File: config.mk
export PLATFORM = sky130hd
export DESIGN_NAME = camera_view_matrix_generator_core
export DESIGN_NICKNAME = d
export VERILOG_FILES = /design/src/rtl/cvm_pkg.sv /design/src/rtl/cvm_cordic.sv /design/src/rtl/cvm_mul.sv /design/src/rtl/camera_view_matrix_generator_core.sv
export SDC_FILE = /design/constraint.sdc
export NUM_CORES = 2
export LEC_CHECK = 0
export ABC_AREA = 1
export BUFFER_PORTS_ARGS = -buffer_cell sky130_fd_sc_hd__buf_4
export CAP_MARGIN = 20
export CELL_PAD_IN_SITES_DETAIL_PLACEMENT = 2
export CELL_PAD_IN_SITES_GLOBAL_PLACEMENT = 2
export CORE_UTILIZATION = 40
export CTS_CLUSTER_SIZE = 10
export DETAILED_ROUTE_END_ITERATION = 10
export PLACE_DENSITY = 0.88
export SYNTH_ARGS = -nofsm -noshare
export SYNTH_HDL_FRONTEND = slang
export SYNTH_SLANG_ARGS = --single-unit
File: constraint.sdc
create_clock -name clock -period 22.1 [get_ports clock]
set_clock_uncertainty 0.05 [all_clocks]
set_input_delay 1.105 -clock clock [delete_from_list [all_inputs] [get_ports clock]]
set_output_delay 1.105 -clock clock [all_outputs]
set_load 0.05 [all_outputs]
File: src/rtl/cvm_pkg.sv
// Shared types and constants for the camera view matrix generator.
package cvm_pkg;

   localparam int ANGLE_W = 17;
   localparam int ENTRY_W = 18;
   localparam int POS_W = 32;
   localparam int CORDIC_W = 34;
   localparam int ZACC_W = 26;
   localparam int PROD_W = ENTRY_W + POS_W;
   localparam int ACC_W = PROD_W + 2;
   localparam int STEPS = 16;

   localparam logic signed [18:0] PITCH_LIMIT = 19'sd23040;
   localparam logic signed [18:0] TURN = 19'sd92160;
   localparam logic signed [18:0] HALF_TURN = 19'sd46080;
   localparam logic signed [18:0] QUARTER_TURN = 19'sd23040;
   localparam logic signed [CORDIC_W-1:0] CORDIC_GAIN = 34'sd652032874;
   localparam logic signed [ENTRY_W-1:0] ONE_Q16 = 18'sd65536;

   // CORDIC arctangent table, degrees in Q16.16
   function automatic logic signed [ZACC_W-1:0] atan_deg(input logic [3:0] i);
      logic signed [ZACC_W-1:0] r;
      case (i)
         4'd0: r = 26'sd2949120;
         4'd1: r = 26'sd1740967;
         4'd2: r = 26'sd919879;
         4'd3: r = 26'sd466945;
         4'd4: r = 26'sd234379;
         4'd5: r = 26'sd117304;
         4'd6: r = 26'sd58666;
         4'd7: r = 26'sd29335;
         4'd8: r = 26'sd14668;
         4'd9: r = 26'sd7334;
         4'd10: r = 26'sd3667;
         4'd11: r = 26'sd1833;
         4'd12: r = 26'sd917;
         4'd13: r = 26'sd458;
         4'd14: r = 26'sd229;
         default: r = 26'sd115;
      endcase
      return r;
   endfunction

   // sine/cosine result handed from the CORDIC unit to the sequencer
   typedef struct packed {
      logic done;
      logic signed [ENTRY_W-1:0] sin_v;
      logic signed [ENTRY_W-1:0] cos_v;
   } cvm_trig_type;

   typedef enum logic [2:0] {
      ST_IDLE,
      ST_PSTART,
      ST_PWAIT,
      ST_YSTART,
      ST_YWAIT,
      ST_MAC,
      ST_OUT
   } cvm_state_type;

   // multiply steps: four entry products, then nine dot-product terms
   localparam logic [3:0] MUL_ENTRIES = 4'd4;
   localparam logic [3:0] MUL_LAST = 4'd13;

endpackage

File: src/rtl/cvm_cordic.sv
// Iterative rotation-mode CORDIC giving sine and cosine of a Q8.8 angle.
module cvm_cordic (
   input  logic clock,
   input  logic reset,
   input  logic start,
   input  logic signed [cvm_pkg::ANGLE_W-1:0] angle,
   output cvm_pkg::cvm_trig_type trig
);
   import cvm_pkg::*;

   logic signed [CORDIC_W-1:0] x_ff, x_in, y_ff, y_in;
   logic signed [ZACC_W-1:0] z_ff, z_in;
   logic [3:0] iter_ff, iter_in;
   logic busy_ff, busy_in, done_ff, done_in, flip_ff, flip_in;
   logic signed [18:0] a_wrap, a_fold;
   logic a_flip;
   logic signed [CORDIC_W-15:0] x_rnd, y_rnd;
   logic signed [ENTRY_W-1:0] x_cl, y_cl;

   // reduce into [-180,180) then fold into [-90,90]
   always_comb begin
      a_wrap = 19'(angle);
      if (a_wrap >= HALF_TURN) a_wrap = a_wrap - TURN;
      else if (a_wrap < -HALF_TURN) a_wrap = a_wrap + TURN;
      a_fold = a_wrap;
      a_flip = 1'b0;
      if (a_wrap > QUARTER_TURN) begin
         a_fold = HALF_TURN - a_wrap;
         a_flip = 1'b1;
      end else if (a_wrap < -QUARTER_TURN) begin
         a_fold = -HALF_TURN - a_wrap;
         a_flip = 1'b1;
      end
   end

   // one micro-rotation per cycle
   always_comb begin
      x_in = x_ff;
      y_in = y_ff;
      z_in = z_ff;
      iter_in = iter_ff;
      busy_in = busy_ff;
      flip_in = flip_ff;
      done_in = 1'b0;
      if (start) begin
         x_in = CORDIC_GAIN;
         y_in = '0;
         z_in = ZACC_W'(a_fold) <<< 8;
         iter_in = '0;
         busy_in = 1'b1;
         flip_in = a_flip;
      end else if (busy_ff) begin
         if (z_ff >= 0) begin
            x_in = x_ff - (y_ff >>> iter_ff);
            y_in = y_ff + (x_ff >>> iter_ff);
            z_in = z_ff - atan_deg(iter_ff);
         end else begin
            x_in = x_ff + (y_ff >>> iter_ff);
            y_in = y_ff - (x_ff >>> iter_ff);
            z_in = z_ff + atan_deg(iter_ff);
         end
         iter_in = iter_ff + 4'd1;
         if (iter_ff == 4'(STEPS - 1)) begin
            busy_in = 1'b0;
            done_in = 1'b1;
         end
      end
   end

   always_ff @(posedge clock) begin
      if (reset) begin
         busy_ff <= 1'b0;
         done_ff <= 1'b0;
      end else begin
         busy_ff <= busy_in;
         done_ff <= done_in;
      end
      x_ff <= x_in;
      y_ff <= y_in;
      z_ff <= z_in;
      iter_ff <= iter_in;
      flip_ff <= flip_in;
   end

   // round Q2.30 to Q16.16 and clamp to +-1
   always_comb begin
      x_rnd = 20'((x_ff + 34'sd8192) >>> 14);
      y_rnd = 20'((y_ff + 34'sd8192) >>> 14);
      if (x_rnd > 20'(ONE_Q16)) x_cl = ONE_Q16;
      else if (x_rnd < -20'(ONE_Q16)) x_cl = -ONE_Q16;
      else x_cl = ENTRY_W'(x_rnd);
      if (y_rnd > 20'(ONE_Q16)) y_cl = ONE_Q16;
      else if (y_rnd < -20'(ONE_Q16)) y_cl = -ONE_Q16;
      else y_cl = ENTRY_W'(y_rnd);
      trig.done = done_ff;
      trig.sin_v = y_cl;
      trig.cos_v = flip_ff ? -x_cl : x_cl;
   end

endmodule

File: src/rtl/cvm_mul.sv
// Shared signed 18x32 multiplier with a registered product.
module cvm_mul (
   input  logic clock,
   input  logic signed [cvm_pkg::ENTRY_W-1:0] op_a,
   input  logic signed [cvm_pkg::POS_W-1:0] op_b,
   output logic signed [cvm_pkg::PROD_W-1:0] prod
);
   import cvm_pkg::*;

   logic signed [PROD_W-1:0] prod_ff;

   always_ff @(posedge clock) begin
      prod_ff <= PROD_W'(op_a) * PROD_W'(op_b);
   end

   assign prod = prod_ff;

endmodule

File: src/rtl/camera_view_matrix_generator_core.sv
// Processing: two 16-step CORDIC passes, then the multiply sequence on the
//   shared multiplier.
// Throughput: one item at a time; next item taken after the result is taken.
// The CORDIC iteration and the single multiplier set the processing time.
// Reset (synchronous, active high) clears pitch, yaw, position and control.
module camera_view_matrix_generator_core (
   input  logic clock,
   input  logic reset,
   input  logic req_tvalid,
   output logic req_tready,
   input  logic [135:0] req_tdata, // pitch_deg, yaw_deg, pos_x, pos_y, pos_z, zero pad
   input  logic [0:0] req_tuser,   // operation
   output logic rsp_tvalid,
   input  logic rsp_tready,
   output logic [263:0] rsp_tdata  // row0_col0..col3, row1_col0..col3, row2_col0..col3, pad
);
   import cvm_pkg::*;

   cvm_state_type state_ff, state_in;
   logic signed [ANGLE_W-1:0] pitch_ff, pitch_in, yaw_ff, yaw_in;
   logic signed [POS_W-1:0] pos_ff [3];
   logic signed [POS_W-1:0] pos_in [3];
   logic signed [ENTRY_W-1:0] e_ff [9];
   logic signed [ENTRY_W-1:0] sp_ff, cp_ff;
   logic signed [POS_W-1:0] col3_ff [3];
   logic signed [ACC_W-1:0] acc_ff, acc_in;
   logic [3:0] cnt_ff, cnt_in;
   logic cordic_start;
   logic signed [ANGLE_W-1:0] cordic_angle;
   cvm_trig_type trig;
   logic signed [ENTRY_W-1:0] op_a;
   logic signed [POS_W-1:0] op_b;
   logic signed [PROD_W-1:0] prod;
   logic [3:0] idx;
   logic [1:0] row_sel, col_sel, op_row, op_col;
   logic signed [ENTRY_W-1:0] mulq_v;
   logic signed [ACC_W-1:0] sum_v;
   logic signed [ACC_W:0] t_v;
   logic signed [POS_W-1:0] col3_v;
   logic accept;

   logic signed [ANGLE_W-1:0] d_pitch, d_yaw;
   logic signed [18:0] p_sum, y_sum;
   logic signed [POS_W:0] s_pos [3];

   assign accept = req_tvalid && req_tready;
   assign d_pitch = req_tdata[16:0];
   assign d_yaw = req_tdata[33:17];

   // pose update: set, or add with pitch clamped, yaw wrapped and position saturated
   always_comb begin
      p_sum = 19'(pitch_ff) + 19'(d_pitch);
      if (req_tuser[0]) pitch_in = d_pitch;
      else if (p_sum > PITCH_LIMIT) pitch_in = ANGLE_W'(PITCH_LIMIT);
      else if (p_sum < -PITCH_LIMIT) pitch_in = ANGLE_W'(-PITCH_LIMIT);
      else pitch_in = ANGLE_W'(p_sum);
      y_sum = req_tuser[0] ? 19'(d_yaw) : 19'(yaw_ff) + 19'(d_yaw);
      if (y_sum >= HALF_TURN) y_sum = y_sum - TURN;
      else if (y_sum < -HALF_TURN) y_sum = y_sum + TURN;
      yaw_in = ANGLE_W'(y_sum);
      for (int k = 0; k < 3; k++) begin
         s_pos[k] = 33'(pos_ff[k]) + 33'($signed(req_tdata[34 + 32*k +: 32]));
         if (req_tuser[0]) pos_in[k] = req_tdata[34 + 32*k +: 32];
         else if (s_pos[k][POS_W] != s_pos[k][POS_W-1])
            pos_in[k] = s_pos[k][POS_W] ? {1'b1, {(POS_W-1){1'b0}}}
                                        : {1'b0, {(POS_W-1){1'b1}}};
         else pos_in[k] = s_pos[k][POS_W-1:0];
      end
   end

   cvm_cordic u_cordic (
      .clock(clock),
      .reset(reset),
      .start(cordic_start),
      .angle(cordic_angle),
      .trig(trig)
   );

   assign cordic_start = (state_ff == ST_PSTART) || (state_ff == ST_YSTART);
   assign cordic_angle = (state_ff == ST_PSTART) ? pitch_ff : yaw_ff;

   // operand selection for the multiply sequence
   always_comb begin
      op_row = 2'd0;
      op_col = 2'd0;
      case (cnt_ff)
         4'd4: begin op_row = 2'd0; op_col = 2'd0; end
         4'd5: begin op_row = 2'd0; op_col = 2'd1; end
         4'd6: begin op_row = 2'd0; op_col = 2'd2; end
         4'd7: begin op_row = 2'd1; op_col = 2'd0; end
         4'd8: begin op_row = 2'd1; op_col = 2'd1; end
         4'd9: begin op_row = 2'd1; op_col = 2'd2; end
         4'd10: begin op_row = 2'd2; op_col = 2'd0; end
         4'd11: begin op_row = 2'd2; op_col = 2'd1; end
         4'd12: begin op_row = 2'd2; op_col = 2'd2; end
         default: begin op_row = 2'd0; op_col = 2'd0; end
      endcase
      case (cnt_ff)
         4'd0: begin op_a = sp_ff; op_b = POS_W'(e_ff[2]); end
         4'd1: begin op_a = -sp_ff; op_b = POS_W'(e_ff[0]); end
         4'd2: begin op_a = -cp_ff; op_b = POS_W'(e_ff[2]); end
         4'd3: begin op_a = cp_ff; op_b = POS_W'(e_ff[0]); end
         default: begin
            op_a = e_ff[4'(op_row) * 4'd3 + 4'(op_col)];
            op_b = pos_ff[op_col];
         end
      endcase
   end

   cvm_mul u_mul (
      .clock(clock),
      .op_a(op_a),
      .op_b(op_b),
      .prod(prod)
   );

   // product of the previous step
   assign idx = cnt_ff - 4'd1;
   always_comb begin
      case (idx)
         4'd7, 4'd8, 4'd9: row_sel = 2'd1;
         4'd10, 4'd11, 4'd12: row_sel = 2'd2;
         default: row_sel = 2'd0;
      endcase
      case (idx)
         4'd5, 4'd8, 4'd11: col_sel = 2'd1;
         4'd6, 4'd9, 4'd12: col_sel = 2'd2;
         default: col_sel = 2'd0;
      endcase
      mulq_v = ENTRY_W'((prod + PROD_W'(32768)) >>> 16);
      sum_v = (col_sel == 2'd0) ? ACC_W'(prod) : acc_ff + ACC_W'(prod);
      t_v = ((-(ACC_W+1)'(sum_v)) + (ACC_W+1)'(32768)) >>> 16;
      if (t_v > (ACC_W+1)'(32'sh7fffffff)) col3_v = {1'b0, {(POS_W-1){1'b1}}};
      else if (t_v < -(ACC_W+1)'(33'sh080000000)) col3_v = {1'b1, {(POS_W-1){1'b0}}};
      else col3_v = POS_W'(t_v);
   end

   // sequencer
   always_comb begin
      state_in = state_ff;
      cnt_in = cnt_ff;
      acc_in = acc_ff;
      req_tready = 1'b0;
      rsp_tvalid = 1'b0;
      unique case (state_ff)
         ST_IDLE: begin
            req_tready = 1'b1;
            if (req_tvalid) state_in = ST_PSTART;
         end
         ST_PSTART: state_in = ST_PWAIT;
         ST_PWAIT: if (trig.done) state_in = ST_YSTART;
         ST_YSTART: state_in = ST_YWAIT;
         ST_YWAIT: begin
            cnt_in = '0;
            if (trig.done) state_in = ST_MAC;
         end
         ST_MAC: begin
            cnt_in = cnt_ff + 4'd1;
            if (cnt_ff != 4'd0) acc_in = sum_v;
            if (cnt_ff == MUL_LAST) state_in = ST_OUT;
         end
         ST_OUT: begin
            rsp_tvalid = 1'b1;
            if (rsp_tready) state_in = ST_IDLE;
         end
         default: state_in = ST_IDLE;
      endcase
   end

   always_ff @(posedge clock) begin
      if (reset) begin
         state_ff <= ST_IDLE;
         pitch_ff <= '0;
         yaw_ff <= '0;
         for (int k = 0; k < 3; k++) pos_ff[k] <= '0;
      end else begin
         state_ff <= state_in;
         if (accept) begin
            pitch_ff <= pitch_in;
            yaw_ff <= yaw_in;
            for (int k = 0; k < 3; k++) pos_ff[k] <= pos_in[k];
         end
      end
      cnt_ff <= cnt_in;
      acc_ff <= acc_in;
      if (state_ff == ST_PWAIT && trig.done) begin
         sp_ff <= trig.sin_v;
         cp_ff <= trig.cos_v;
      end
      if (state_ff == ST_YWAIT && trig.done) begin
         e_ff[0] <= trig.cos_v;
         e_ff[1] <= '0;
         e_ff[2] <= trig.sin_v;
         e_ff[4] <= cp_ff;
         e_ff[7] <= sp_ff;
      end
      if (state_ff == ST_MAC && cnt_ff != 4'd0) begin
         if (idx < MUL_ENTRIES) begin
            case (idx)
               4'd0: e_ff[3] <= mulq_v;
               4'd1: e_ff[5] <= mulq_v;
               4'd2: e_ff[6] <= mulq_v;
               default: e_ff[8] <= mulq_v;
            endcase
         end else if (col_sel == 2'd2) begin
            col3_ff[row_sel] <= col3_v;
         end
      end
   end

   assign rsp_tdata = {6'd0,
                       col3_ff[2], e_ff[8], e_ff[7], e_ff[6],
                       col3_ff[1], e_ff[5], e_ff[4], e_ff[3],
                       col3_ff[0], e_ff[2], e_ff[1], e_ff[0]};

endmodule

---- After elaboration in Yosys (flattened, before gate mapping) ----
Memories as Yosys holds them, arrays and structs flattened. A register that Yosys moved wholly into a read port is not among the register bits.
Index checks and enable logic that the tools add are counted.
cells by class
  order comparisons ....................... 16
  reduce and logical (&&, ||, !) cells .... 26
  shift-type cells ........................ 2
  mux-type cells .......................... 104
  add/sub/neg operators ................... 30
  equal/unequal tests ..................... 30
  bitwise gates (word level) .............. 4
  multipliers ............................. 2
operators by type and width
  cell                                                   count
  2-to-1 mux 32 bit                                      14
  2-to-1 mux 26 bit                                      9
  2-to-1 mux 18 bit                                      11
  2-to-1 mux 17 bit                                      6
  adder 32 x 32 -> 33 bit                                3
  one-hot mux 18 bit (4 select lines)                    1
  OR reduction 18 bit                                    4
  adder 34 x 15 -> 34 bit (second input constant)        2
  adder 34 bit                                           2
  2-to-1 mux 34 bit                                      2
  >>> shifter 34 x 4 -> 34 bit                           2
  subtractor 34 bit                                      2
  one-hot mux 32 bit (2 select lines)                    1
  2-to-1 mux 19 bit                                      3
  negation 18 bit                                        3
  adder 53 x 17 -> 53 bit (second input constant)        1
  negation 52 -> 53 bit                                  1
  adder 52 x 50 -> 52 bit                                1
  2-to-1 mux 52 bit                                      1
  multiplier 18 x 32 -> 50 bit                           1
  > comparator 20 x 18 -> 1 bit (second input constant)  2
  < comparator 20 x 17 -> 1 bit (second input constant)  2
  2-to-1 mux 1 bit                                       38
  > comparator 37 x 32 -> 1 bit (second input constant)  1
  other kinds (53)                                       101
word-level totals
  memory bits (writable) .................. 354
  bits in read-only memories .............. 768
  memories kept ........................... 6
  input port bits ......................... 141
  register bits ........................... 280
  word-level logic and storage cells ...... 236
  output and inout bits ................... 266
memories
  memory            depth  bits a word  read ports  clocked after Yosys merged registers in  wr ports  RTL line                                 source
  (name not given)  16     22           1           1                                        0         cvm_pkg.sv:23                            case (i)
  (name not given)  16     22           1           1                                        0         cvm_pkg.sv:23
  e_ff              9      18           10          0                                        5         camera_view_matrix_generator_core.sv:23  logic signed [ENTRY_W-1:0] e_ff [9];
  col3_ff           3      32           3           0                                        1         camera_view_matrix_generator_core.sv:25  logic signed [POS_W-1:0] col3_ff [3];
  pos_ff            3      32           4           0                                        3         camera_view_matrix_generator_core.sv:21  logic signed [POS_W-1:0] pos_ff [3];
  (name not given)  16     4            1           1                                        0         camera_view_matrix_generator_core.sv:86  case (cnt_ff)

---- Depth between registers and ports, before layout ----
  depth after elaboration ................. 11
  gate-level depth with buffers ........... 47
  mapped depth without buffers ............ 43

---- Cells and area by module ----
Synthesis repeated with hierarchy kept, for this count alone.
unflattened totals
  cell total of the unflattened synthesis .. 10736
  area total of the unflattened synthesis .. 75109.5 µm²
by module, submodules not included
  module                             cells each  instances  area an instance (µm²)  sequential area each (µm²)
  camera_view_matrix_generator_core  4659        1          34775.9                 13673.1
  cvm_mul                            3084        1          22888.2                 1001.0
  cvm_cordic                         2993        1          17445.5                 2652.5

---- Worst setup path after synthesis ----
Ideal clock, no wire load.
  path kind ............................... register to register
  from .................................... register, netlist name op_col[1]
  to ...................................... register u_mul.prod_ff[45], in the netlist u_mul.prod[45]
  slack ................................... 13.185 ns
  clock period less this slack ............ 8.915 ns
  stages on the path, launching flop included .. 45
  arrival time ............................ 8.793 ns
  path through ............................ dfxtp_1 > clkbuf_1 > clkinv_1 > clkbuf_1 > fa_1 > inv_1 > ha_1 > inv_1 > fa_1 > clkbuf_1 > buf_1 > o21ai_0 > o221ai_1 > nand3_1 > o211ai_1 > nand2_1 > inv_1 > clkbuf_1 > (+9 left out) > inv_1 > fa_1 > inv_1 > ha_1 > a21oi_1 > o21ai_0 > a21oi_1 > o21ai_0 > nor2_1 > o21ai_0 > nand2_1 > nand2_1 > nand2_1 > nand2_1 > nand2_1 > nand2_1 > a221oi_1 > xnor2_1
on the way
  longest elaborated chain between the ends .. 4
  elaborated cells on any way between the ends .. 6
  classes of those cells .................. add/sub (1); mul (1); mux (2); memory (2)
RTL lines
  element                              RTL line                                  source
  adder 4 x 2 -> 4 bit                 camera_view_matrix_generator_core.sv:104  op_a = e_ff[4'(op_row) * 4'd3 + 4'(op_col)];
  memory (9 x 18 bit)                  --
  one-hot mux 18 bit (4 select lines)  camera_view_matrix_generator_core.sv:98   case (cnt_ff)
  multiplier 18 x 32 -> 50 bit (*)     cvm_mul.sv:13                             prod_ff <= PROD_W'(op_a) * PROD_W'(op_b);
  end signal: assignment               cvm_mul.sv:13
  end: declaration                     cvm_mul.sv:10                             logic signed [PROD_W-1:0] prod_ff;
Every way passes the cells marked *; elsewhere a longest branch is shown, timed or not.
A chain may end at the register's enable or synchronous reset.

---- Worst setup path in the final report ----
  from .................................... register, netlist name op_col[1]
  to ...................................... register u_mul.prod_ff[46], in the netlist u_mul.prod[46]
on the way
  longest elaborated chain between the ends .. 4
  elaborated cells on any way between the ends .. 6
  classes of those cells .................. add/sub (1); mul (1); mux (2); memory (2)
RTL lines
  element                              RTL line
  adder 4 x 2 -> 4 bit                 camera_view_matrix_generator_core.sv:104
  memory (9 x 18 bit)                  --
  one-hot mux 18 bit (4 select lines)  camera_view_matrix_generator_core.sv:98
  multiplier 18 x 32 -> 50 bit (*)     cvm_mul.sv:13
Marks and branches as above.

==> reports/qor.yml <==
status: "complete, but fails checks"
violations: "capacitance limit, slew limit"
use_met1: 0.417
rsz0062_at_grt: "no"
yosys_register_bits: 642
area_growth_syn_to_layout_pct: 11.2
crit_path_frequent_cell: "inv_1"
first_global_vias: 82974
pin_count: 407
drtPass1Iterations: 6
ant_nets: 0
crit_fanout: 47
dp.final_hpwl_um: 288000
postSynth.asyncResetShare: 0
drive_above_1_share: 0.0745
finalSetupViolCount: 0
cp.arrival_ns: 13.73
ys.flop_type: "edfxtp_1"
postCtsHoldBufs: 0
routedWlPerCell_um: 30.0
yosys_warnings: 0
fp.dieH_um: 425
hp-class: "reg -> reg"
tns_ns: 0
vias: 73963
start_kind: "flop"
insertion_delay_ns: 0.80
fin_crit_ns: 13.16
slowest_stage: "inv_1"
rows: 154
worstPathRequired_ns: 22.67
cts_sinks: 642
vias_per_cell: 5.95
start_util: 0.405
max-slew-margin-rel: -0.702
fmax_mhz: 76.0
dieArea_mm2: 0.181
cts_buffer_depth: 3
final_nets: 11141
ys_types: 75
postCtsSetupBuffers: 0
netlist_area_mm2: 0.0716
track_usage: 0.405
cts_root_buffer: "clkbuf_16"
worstSetupPathType: "reg -> reg"
synth-edff-count: 447
met3_usage: 0.0908
finalHoldViolCount: 0
grt-ovfl-total: 0
finalCritPeriodShare: 0.595
fill_cells: 20763
gp_congestion: 0.971
crit_path_max_incr_delay_ns: 0.81
core_mm2: 0.177
cts.htree.levels: 3
die_w_um: 425
antenna_found_initial: 14
drc_errors: 0
grt_pass1_wl_um: 544000
endpoint_kind: "flop"
drtIter0Drc: 5369
grt_start_max_net_pins: 92
synth_cells: 9762
cts_tree: "yes"
synth.avg_cell_area_um2: 7.34
grt-busiest-layer: "met2"
clk_transition_reported_paths_ns: 0.06
io_buffers: 376
cap_viol_max_count: 1
worst_pin_slew_ns: 2.52
numCtsBuffers: 87
ys_seq_area_frac: 0.242
met2_usage: 0.689
drt-total-wl_um: 373000
maxSlewViolCount: 2
ctsResizeCount: 0
[cells in the mapped netlist, types with 54 or more instances]
| master | n | area, um^2 |
|---|---|---|
| edfxtp_1 | 447 | 13400 |
| fa_1 | 565 | 11300 |
| a21oi_1 | 546 | 2730 |
| nor2_1 | 874 | 3280 |
| o22ai_1 | 54 | 338 |
| nand2_1 | 2455 | 9220 |
| dfxtp_1 | 195 | 3900 |
| xnor2_1 | 117 | 1020 |
| ha_1 | 431 | 5390 |
| xor2_1 | 266 | 2330 |
| clkbuf_1 | 222 | 833 |
| nor3_1 | 96 | 480 |
| o21ai_0 | 630 | 3150 |
| o211ai_1 | 93 | 698 |
| nand3_1 | 408 | 2040 |
| nand4_1 | 85 | 532 |
| inv_1 | 1590 | 5970 |
[final cells by class]
type | instances | area (um^2) | area share
Timing Repair Buffer | 460 | 3510 | 0.0441
Tap cell | 2340 | 2930 | 0.0368
Multi-Input combinational cell | 7182 | 46800 | 0.588
Inverter | 1631 | 6120 | 0.0769
Clock buffer | 129 | 2460 | 0.0308
Antenna cell | 6 | 15.0 | 0.000189
Sequential cell | 642 | 17300 | 0.218
Clock inverter | 35 | 419 | 0.00526
[stage by stage]
| step | worst slack, ns | cell area (um^2) | std cells | hold slack (ns) | util |
|---|---|---|---|---|---|
| after floorplan | 13.18 | 71700 | 9785 | 0.385 | - |
| after global placement | 10.09 | 76600 | 12242 | 0.398 | 0.433 |
| after detailed placement | 9.52 | 76600 | 12245 | 0.424 | 0.433 |
| after CTS | 9.27 | 79500 | 12409 | 0.434 | 0.449 |
| after global routing | 8.63 | 79600 | 12422 | 0.452 | 0.450 |
| final | 8.94 | 79600 | 12425 | 0.432 | 0.450 |
[kinds of logic (layout without fill, tap and decap cells)]
| logic type | after synthesis | count (layout) | share of synthesized area |
|---|---|---|---|
| buf+inv | 1961 | 2255 | 0.107 |
| xor+xnor | 384 | 384 | 0.0472 |
| other cells | 1 | 30 | 0.0000524 |
| simple gates | 4107 | 4107 | 0.236 |
| fa+ha+maj | 996 | 996 | 0.233 |
| mux | 36 | 36 | 0.00503 |
| compound gates | 1635 | 1635 | 0.130 |
| flops | 642 | 642 | 0.242 |
[registers in the layout, indices dropped and copies added (netlist names), 3 cells and up, named ones only]
| name | count |
|---|---|
| sp_ff | 18 |
| acc_ff | 52 |
| u_cordic.iter_ff | 4 |
| u_cordic.y_ff | 34 |
| cnt_ff | 4 |
| u_cordic.x_ff | 34 |
| cp_ff | 18 |
| pitch_ff | 17 |
| pos_ff | 96 |
| col3_ff | 96 |
| u_mul.prod | 50 |
| e_ff | 144 |
| u_cordic.z_ff | 26 |
| yaw_ff | 17 |
| state_ff | 3 |
[layer usage]
| layer | share of wire | routed length [um] |
|---|---|---|
| met4 | 0.11 | 40300 |
| met5 | 0.00053 | 199 |
| met3 | 0.066 | 24500 |
| met2 | 0.48 | 179000 |
| met1 | 0.35 | 129000 |
[layout by cell type, fill, tap and decap left out, types with 193 or more instances in the layout]
cell type  synthesis  layout
nand2_1         2455    2454
inv_1           1590    1585
nor2_1           874     867
o21ai_0          630     630
fa_1             565     565
a21oi_1          546     545
buf_4             30     451
edfxtp_1         447     447
ha_1             431     430
nand3_1          408     408
xor2_1           266     266
dfxtp_1          195     193
[final timing paths]
path | from | end | slack (ns) | cells past startpoint
worst max-delay path | op_col[1]$_DFF_P_ | u_mul.prod[46]$_DFF_P_ | 8.94 | 40
worst min-delay path | u_cordic.z_ff[0]$_SDFFE_PN0P_ | u_cordic.z_ff[0]$_SDFFE_PN0P_ | 0.43 | 2
worst max register to register | op_col[1]$_DFF_P_ | u_mul.prod[46]$_DFF_P_ | 8.94 | 40
worst min register to register | u_cordic.z_ff[0]$_SDFFE_PN0P_ | u_cordic.z_ff[0]$_SDFFE_PN0P_ | 0.43 | 2
[worst max-delay path, delay by kind of cell (launching register included)]
kind | cells | cell delay [ns]
AND/OR/NAND/NOR | 5 | 0.64
adder cells (fa/ha/maj) | 10 | 5.18
AO/OA/AOI/OAI | 11 | 2.80
flip-flops | 1 | 0.33
XOR/XNOR | 1 | 0.17
buffers and inverters | 13 | 3.74
Power is left out: the tool's default activity adds up to more than one toggle a clock period on the data nets, which glitch-free logic cannot reach.
